==> src/rtl/sacs_pkg.sv <==
// ----------------------------------------------------------------------------
// sacs_pkg
// Shared types, sizes and helpers for the subarray OR coverage scorer.
// ----------------------------------------------------------------------------
package sacs_pkg;

   localparam int MAX_SYMBOLS = 12;
   localparam int LIST_DEPTH  = 13;
   localparam int STAMP_BITS  = 8;

   localparam int K_W        = 4;
   localparam int LIST_IDX_W = $clog2(LIST_DEPTH);
   localparam int LIST_CNT_W = $clog2(LIST_DEPTH + 1);
   localparam int SCORE_W    = 19;
   localparam int COVER_W    = 13;
   localparam int COUNT_W    = 12;
   localparam int RANK_W     = $clog2(MAX_SYMBOLS + 1);
   localparam int WEIGHT_W   = 7;

   localparam logic [SCORE_W-1:0] SCORE_MAX = '1;
   localparam logic [COVER_W-1:0] COVER_MAX = '1;
   localparam logic [COUNT_W-1:0] COUNT_MAX = '1;

   localparam logic [WEIGHT_W-1:0] WEIGHT_BASE    = WEIGHT_W'(1);
   localparam logic [WEIGHT_W-1:0] WEIGHT_CENTRAL = WEIGHT_W'(100);
   localparam logic [WEIGHT_W-1:0] WEIGHT_NEAR    = WEIGHT_W'(8);

   localparam int REQ_DATA_W = 16;
   localparam int RSP_DATA_W = 32;
   localparam int CSR_ADDR_W = 3;
   localparam int CSR_DATA_W = 32;

   localparam logic CSR_SYMBOL_COUNT = 1'b0;

   typedef enum logic [2:0] {
      ST_INIT_CLEAR,
      ST_IDLE,
      ST_LOAD,
      ST_WRAP_CLEAR,
      ST_WALK,
      ST_DRAIN,
      ST_FINISH
   } state_type;

   typedef struct packed {
      logic load;
      logic sweep;
      logic step;
      logic finish;
   } cmd_type;

   typedef struct packed {
      logic wrap_pending;
      logic sweep_last;
      logic walk_last;
      logic out_free;
   } status_type;

   function automatic logic [K_W-1:0] eff_k(input logic [K_W-1:0] k);
      logic [K_W-1:0] r;
      r = k;
      if (k == '0) r = K_W'(1);
      if (k > K_W'(MAX_SYMBOLS)) r = K_W'(MAX_SYMBOLS);
      return r;
   endfunction

   function automatic logic [MAX_SYMBOLS-1:0] k_mask(input logic [K_W-1:0] k);
      logic [MAX_SYMBOLS:0] t;
      t = ({{MAX_SYMBOLS{1'b0}}, 1'b1} << k) - 1'b1;
      return t[MAX_SYMBOLS-1:0];
   endfunction

   function automatic logic [RANK_W-1:0] ones(input logic [MAX_SYMBOLS-1:0] v);
      logic [RANK_W-1:0] n;
      n = '0;
      for (int b = 0; b < MAX_SYMBOLS; b++) n = n + RANK_W'(v[b]);
      return n;
   endfunction

   function automatic logic [WEIGHT_W-1:0] mask_weight(input logic [RANK_W-1:0] r,
                                                      input logic [K_W-1:0] k);
      logic [K_W:0]        h;
      logic [K_W:0]        rr;
      logic                central;
      logic                near;
      logic [WEIGHT_W-1:0] w;
      h       = {1'b0, k} >> 1;
      rr      = (K_W + 1)'(r);
      central = (rr == h) || (k[0] && (rr == h + 1'b1));
      near    = (rr + 1'b1 == h) || (rr == {1'b0, k} - h + 1'b1);
      w       = WEIGHT_BASE;
      if (central) w = w + WEIGHT_CENTRAL;
      if (near) w = w + WEIGHT_NEAR;
      return w;
   endfunction

endpackage

==> src/rtl/sacs_ctrl.sv <==
// ----------------------------------------------------------------------------
// sacs_ctrl
// Sequencer: stamp clearing sweeps, item load, list walk, drain and result.
// ----------------------------------------------------------------------------
module sacs_ctrl (
   input  logic                   clock,
   input  logic                   reset,
   input  logic                   req_tvalid,
   output logic                   req_tready,
   input  sacs_pkg::status_type   status,
   output sacs_pkg::cmd_type      cmd
);

   sacs_pkg::state_type state_ff, state_in;

   always_ff @(posedge clock) begin
      if (reset) begin
         state_ff <= sacs_pkg::ST_INIT_CLEAR;
      end else begin
         state_ff <= state_in;
      end
   end

   always_comb begin
      state_in = state_ff;
      case (state_ff)
         sacs_pkg::ST_INIT_CLEAR: begin
            if (status.sweep_last) state_in = sacs_pkg::ST_IDLE;
         end
         sacs_pkg::ST_IDLE: begin
            if (req_tvalid) state_in = sacs_pkg::ST_LOAD;
         end
         sacs_pkg::ST_LOAD: begin
            state_in = status.wrap_pending ? sacs_pkg::ST_WRAP_CLEAR : sacs_pkg::ST_WALK;
         end
         sacs_pkg::ST_WRAP_CLEAR: begin
            if (status.sweep_last) state_in = sacs_pkg::ST_WALK;
         end
         sacs_pkg::ST_WALK: begin
            if (status.walk_last) state_in = sacs_pkg::ST_DRAIN;
         end
         sacs_pkg::ST_DRAIN: begin
            state_in = sacs_pkg::ST_FINISH;
         end
         sacs_pkg::ST_FINISH: begin
            if (status.out_free) state_in = sacs_pkg::ST_IDLE;
         end
         default: begin
            state_in = sacs_pkg::ST_IDLE;
         end
      endcase
   end

   always_comb begin
      cmd        = '0;
      req_tready = 1'b0;
      case (state_ff)
         sacs_pkg::ST_INIT_CLEAR, sacs_pkg::ST_WRAP_CLEAR: begin
            cmd.sweep = 1'b1;
         end
         sacs_pkg::ST_IDLE: begin
            req_tready = 1'b1;
            cmd.load   = req_tvalid;
         end
         sacs_pkg::ST_WALK: begin
            cmd.step = 1'b1;
         end
         sacs_pkg::ST_FINISH: begin
            cmd.finish = status.out_free;
         end
         default: begin
            cmd = '0;
         end
      endcase
   end

endmodule

==> config.mk <==
export PLATFORM = sky130hd
export DESIGN_NAME = sacs_ctrl
export DESIGN_NICKNAME = d
export VERILOG_FILES = /design/src/rtl/sacs_pkg.sv /design/src/rtl/sacs_ctrl.sv
export SDC_FILE = /design/constraint.sdc
export NUM_CORES = 1
export LEC_CHECK = 0
export BUFFER_PORTS_ARGS = -buffer_cell sky130_fd_sc_hd__buf_2
export CAP_MARGIN = 20
export CELL_PAD_IN_SITES_DETAIL_PLACEMENT = 1
export CELL_PAD_IN_SITES_GLOBAL_PLACEMENT = 2
export CORE_AREA = 5 5 42 44
export CTS_BUF_LIST = sky130_fd_sc_hd__clkbuf_8 sky130_fd_sc_hd__clkbuf_16
export CTS_CLUSTER_DIAMETER = 30
export CTS_CLUSTER_SIZE = 12
export DETAILED_ROUTE_END_ITERATION = 6
export DIE_AREA = 0 0 47 49
export PLACE_DENSITY = 0.77
export SETUP_SLACK_MARGIN = 0.5
export SYNTH_ARGS = -nofsm -noshare
export SYNTH_HDL_FRONTEND = slang
export SYNTH_SLANG_ARGS = --single-unit
==> constraint.sdc <==
create_clock -name clock -period 3.1 [get_ports clock]
set_clock_uncertainty 0.2 [all_clocks]
set_input_delay 0.62 -clock clock [delete_from_list [all_inputs] [get_ports clock]]
set_output_delay 0.62 -clock clock [all_outputs]
set_load 0.03 [all_outputs]
==> impl_metrics.py, run 1 <==
metrics = {
    "pwr": {
        "vdd_ir_drop_max_mv": 0.342,
        "p_leak_uw": 0.000170,
        "pwr_density_cell_mw_per_mm2": 1050,
    },
    "sta": {
        "tightest_slew_ns": 0.500,
        "hold_viol": 0,
        "setup_viol": 0,
        "rsz0062_at_grt": "no",
        "slew_viol_final": 0,
        "setup_tns_ns": 0,
        "relSlewSlack": 0.666,
        "max_freq_ghz": 0.455,
        "period_minus_slack_ns": 2.20,
        "holdWs_ns": 0.406,
        "min_period_over_period": 0.709,
    },
    "clock_network": {
        "clk_path_buf_depth": 2,
        "postCtsHoldBufs": 0,
        "cts_made_buffers": 3,
        "insertion_delay_ns": 0.21,
        "clock-sinks": 3,
        "cts_setup_buffers": 0,
        "root_buffer": "clkbuf_8",
        "cts_tree": "done",
        "cts_resized": 0,
        "htreeDepth": 1,
        "path_clk_slew_ns": 0.03,
    },
    "place": {
        "place_congestion": 0.744,
        "port_buffers": 11,
        "dp_hpwl_um": 652,
    },
    "floorplan": {
        "ios": 12,
        "die-area_sq_mm": 0.00230,
        "fp.dieW_um": 47,
        "core_area_sq_mm": 0.00140,
        "start_util": 0.213,
        "rows": 14,
        "dieHeight_um": 49,
    },
    "synthesis": {
        "ys_types": 26,
        "synth_top_cell_area_share": 0.202,
        "syn-cell-area_sq_um": 298,
        "synth_enable_flop_cells": 0,
        "yosysWarnings": 0,
        "synth_cells": 40,
        "ys_seq_elements": 3,
        "netlist_top_cells_area": "dfxtp_1, nor3_1, a21oi_1",
        "synth.avg_cell_area_sq_um": 7.44,
        "synth_nets": 47,
        "synth_commonest_cells": "nor2_1, nor3_1, a21oi_1, dfxtp_1",
        "synth-async-reset-ratio": 0,
        "yosysSeqAreaShare": 0.202,
        "synthFlopType": "dfxtp_1",
        "yosys.area.top_type": "dfxtp_1",
    },
    "final_layout": {
        "nets": 61,
        "drive_gt1_frac": 0.358,
        "largest_reg_flops": 3,
        "syn2layout_area_growth_pct": 37.0,
        "reg_top3": "state_ff (3)",
        "num_antenna_cells": 0,
        "regMostFlops": "state_ff",
    },
    "global_routing": {
        "grt-ovfl-total": 0,
        "grt_pass1_vias": 370,
        "grtUsageTotal": 0.0866,
        "grt_max_degree": 15,
        "grt_pass1_wl_um": 1520,
        "antenna_found_initial": 0,
    },
    "route": {
        "wl_um": 869,
        "dr.pass1.iters": 3,
        "drc": 0,
        "wl_per_cell_um": 12.6,
        "drtIter0Drc": 6,
        "antenna_left": 0,
        "via_per_inst": 5.03,
        "dr_total_vias": 347,
    },
    "critical_path": {
        "required_ns": 2.28,
        "worstSetupPathType": "reg2out",
        "critical_path.max_fanout": 7,
        "cp_slowest_cell": "dfxtp_1",
        "startpoint_type": "flop",
        "worstPathCellList": "inv_1 -> nor3_1 -> and2_1 -> buf_2",
        "cp_slowest_stage_delay_ns": 0.47,
        "end_kind": "output port",
        "arrival_ns": 1.38,
    },
    "min_path": {
        "min_path_type": "in2reg",
    },
    "outcome": {
        "status": "finished, final reports clean",
    },
    "flow_run": {
        "drv_cap": 0,
    },
}
[cells in the final DEF (no fill, tap or decap)]
cell      instances
nand2b_4          1
or3_1             1
buf_2            11
o211ai_1          2
dfxtp_1           3
or3_4             1
a221oi_2          1
or2b_1            1
a21oi_2           1
inv_2             1
a21oi_1           3
o21a_1            1
nand2b_1          1
a31oi_1           1
nand4_1           1
clkbuf_8          3
and2b_1           1
inv_1             3
nor3_1            4
o32a_1            1
and2_1            1
nand2_1           2
xor2_1            1
a211oi_1          1
o21ai_0           1
mux2i_1           1
nor2_1            4
[final cells by class]
class / instances / area, sq um
fillers: 190 / 993
multi-input cells: 32 / 216
flip-flops and latches: 3 / 60.1
repair buffers: 11 / 55.1
clock buffers: 3 / 41.3
well taps: 16 / 20.0
inverters: 3 / 11.3
clock inverters: 1 / 3.75
[metal layers]
metal | GRT usage | vias up | wire length [um]
met5 | 0 | - | 0
met2 | 0.133 | 10 | 389
met1 | 0.112 | 164 | 427
met3 | 0.00369 | 2 | 41
li1 | - | 171 | -
met4 | 0.0553 | 0 | 10
[critical path, delay by kind of cell (launching register included)]
kind	cells	cell delay, ns
simple gates	2	0.37
flops	1	0.47
buf+inv	2	0.33
[stage by stage]
stage                util  power (uW)  setup slack (ns)  cell area [sq um]  cells
floorplan               -         267             0.627                298     40
finish              0.291         429             0.902                408     69
global route        0.291         460             0.788                408     69
detailed placement  0.259         320              1.14                363     65
CTS                 0.291         432             0.903                408     69
global placement    0.259         319              1.13                363     65
[power by group]
group	internal, uW	switching, uW
Clock	84.2	25.1
Combinational	90.9	131
Sequential	53.5	43.9
Total	229	200
[worst paths after layout]
kind,start,cells after the start,slack [ns],end
worst min-delay path,reset,2,0.41,state_ff[1]$_SDFFE_PP0P_
worst max-delay path,state_ff[0]$_SDFFE_PP0P_,4,0.90,cmd[3]
worst min register to register,state_ff[2]$_SDFFE_PP0P_,2,0.46,state_ff[2]$_SDFFE_PP0P_
worst max register to register,state_ff[1]$_SDFFE_PP0P_,4,1.27,state_ff[1]$_SDFFE_PP0P_
[cell families (layout without fill, tap and decap cells)]
kind of cell,Yosys count,in the layout,synth area share
simple gates,18,18,0.361
compound gates,12,12,0.302
buf+inv,5,18,0.0714
flops,3,3,0.202
xor+xnor,1,1,0.0294
mux,1,1,0.0336
Note: power is estimated with default switching activity, not from simulation.
==> run 2, diff against run 1 <==
Settings changed: CORE_AREA 5 5 42 44 to unset, CORE_MARGIN set to 5, CORE_UTILIZATION set to 20, DIE_AREA 0 0 47 49 to unset, PLACE_DENSITY 0.77 to 0.73.
Clock period 3.1 ns to 1.8 ns, I/O delays scaled along.
==> impl_metrics.py, run 2 (synthesized netlist as in run 1, its figures left out) <==
metrics = {
    "critical_path": {
        "end_kind": "output port",
        "critical_path.max_fanout": 3,
        "crit_buf_inv": 1,
        "worstPathCellList": "nor3_4 -> and2_4 -> buf_6",
        "cp_slowest_stage_delay_ns": 0.36,
        "arrival_ns": 1.06,
        "worstSetupPathType": "reg2out",
        "reg2reg_slack_ns": 0.22,
        "required_ns": 1.24,
        "cp_slowest_cell": "dfxtp_4",
        "startpoint_type": "flop",
        "path_delay_family": "flip-flops",
    },
    "global_routing": {
        "grt_pass1_vias": 436,
        "grt-ovfl-total": 0,
        "antenna_found_initial": 0,
        "grtUsageTotal": 0.113,
        "grt_pass1_wl_um": 1990,
        "grt_max_degree": 10,
    },
    "clock_network": {
        "clock-sinks": 3,
        "postCtsHoldBufs": 0,
        "cts_tree": "done",
        "path_clk_slew_ns": 0.03,
        "insertion_delay_ns": 0.22,
        "root_buffer": "clkbuf_8",
        "cts_made_buffers": 3,
        "clk_path_buf_depth": 2,
        "htreeDepth": 1,
    },
    "floorplan": {
        "fp.dieW_um": 48.6,
        "dieHeight_um": 48.6,
        "core_area_sq_mm": 0.00145,
        "start_util": 0.205,
        "ios": 12,
        "rows": 14,
        "die-area_sq_mm": 0.00236,
    },
    "route": {
        "drc": 0,
        "antenna_left": 0,
        "wl_per_cell_um": 14.9,
        "dr_total_vias": 405,
        "wl_um": 1250,
        "via_per_inst": 4.82,
        "drtIter0Drc": 3,
        "dr.pass1.iters": 2,
    },
    "sta": {
        "hold_viol": 0,
        "period_minus_slack_ns": 1.62,
        "min_period_over_period": 0.898,
        "setup_tns_ns": 0,
        "max_freq_ghz": 0.619,
        "relSlewSlack": 0.834,
        "setup_viol": 0,
        "rsz0062_at_grt": "yes",
        "slew_viol_final": 0,
        "tightest_slew_ns": 0.247,
    },
    "final_layout": {
        "fin_area_sq_um": 624,
        "regMostFlops": "state_ff",
        "drive_gt1_frac": 0.662,
        "layout_common_cells": "buf_4, buf_6, buf_2",
        "reg_top3": "state_ff (3)",
        "num_antenna_cells": 0,
        "layout_commonest_cell": "buf_4",
        "largest_reg_flops": 3,
        "syn2layout_area_growth_pct": 110,
        "nets": 76,
    },
    "outcome": {
        "status": "finished, final reports clean",
    },
    "flow_run": {
        "drv_cap": 0,
    },
    "pwr": {
        "pwr-share-seq": 0.154,
        "p_comb_frac": 0.668,
        "p_sw_uw": 456,
        "p_int_uw": 628,
        "clkPwrFrac": 0.178,
        "p_leak_uw": 0.000262,
        "swShare": 0.421,
        "vdd_ir_drop_max_mv": 0.529,
        "pwr_density_cell_mw_per_mm2": 1740,
    },
    "min_path": {
        "min_path_type": "in2reg",
    },
    "place": {
        "dp_hpwl_um": 665,
        "placed_area_sq_um": 390,
        "port_buffers": 11,
        "place_congestion": 0.784,
    },
}
[run 2: cell count changes in the layout (fill, tap and decap cells not counted), moves of 2 or more]
cell     before  now
nor2_4        0    2
dfxtp_1       3    0
inv_4         0    2
nor2_1        4    2
dfxtp_4       0    3
buf_2        11    6
buf_4         0   11
buf_6         0    9
nor3_1        4    2
[run 2: routing by layer]
layer / track usage / wire (um) / vias up
met5: 0 / 0 / -
met4: 0.108 / 59 / 0
met3: 0.0245 / 46 / 5
met2: 0.180 / 583 / 11
met1: 0.120 / 559 / 188
li1: - / - / 201
[run 2: power by group through the flow]
stage               logic (uW)  clock network (uW)  registers, uW
floorplan                  384                   0            132
detailed placement         415                   0            180
global placement           410                   0            182
finish                     724                 193            167
global route               773                 207            176
CTS                        645                 197            163
[run 2: cell type report]
class                   count  area [sq um]
clock buffers               3          41.3
clock inverters             1          3.75
fillers                   178           830
inverters                   3          16.3
multi-input cells          32           258
flip-flops and latches      3          71.3
well taps                  16          20.0
repair buffers             26           214
[run 2: path summary, 6_finish.rpt]
path                       startpoint                  endpoint  depth (start not counted)
max          state_ff[2]$_SDFFE_PP0P_                    cmd[3]                          3
min                             reset  state_ff[2]$_SDFFE_PP0P_                          2
max reg2reg  state_ff[1]$_SDFFE_PP0P_  state_ff[1]$_SDFFE_PP0P_                          5
min reg2reg  state_ff[2]$_SDFFE_PP0P_  state_ff[2]$_SDFFE_PP0P_                          3
[run 2: per-stage QoR]
stage	power [uW]	utilization	std cells	hold WS [ns]	setup WS, ns
floorplan	516	-	40	0.219	0.162
global placement	592	0.269	65	0.362	0.168
detailed placement	595	0.269	65	0.360	0.115
CTS	1010	0.400	81	0.132	0.183
global route	1160	0.429	84	0.145	0.146
finish	1080	0.429	84	0.137	0.184
[run 2: worst register-to-register path, delay by kind of cell, from the launching register on]
kind            cells  cell delay (ns)
flops               1             0.40
simple gates        1             0.37
compound gates      2             0.36
buf+inv             2             0.16
[run 2: timing repair]
action                                  4_1_cts  5_1_grt
pin swaps                                     7        7
resized for setup                            21        5
setup buffers                                12        3
endpoints found under the setup margin        8        8
cloned                                        0        0
hold endpoints to repair                      0        0
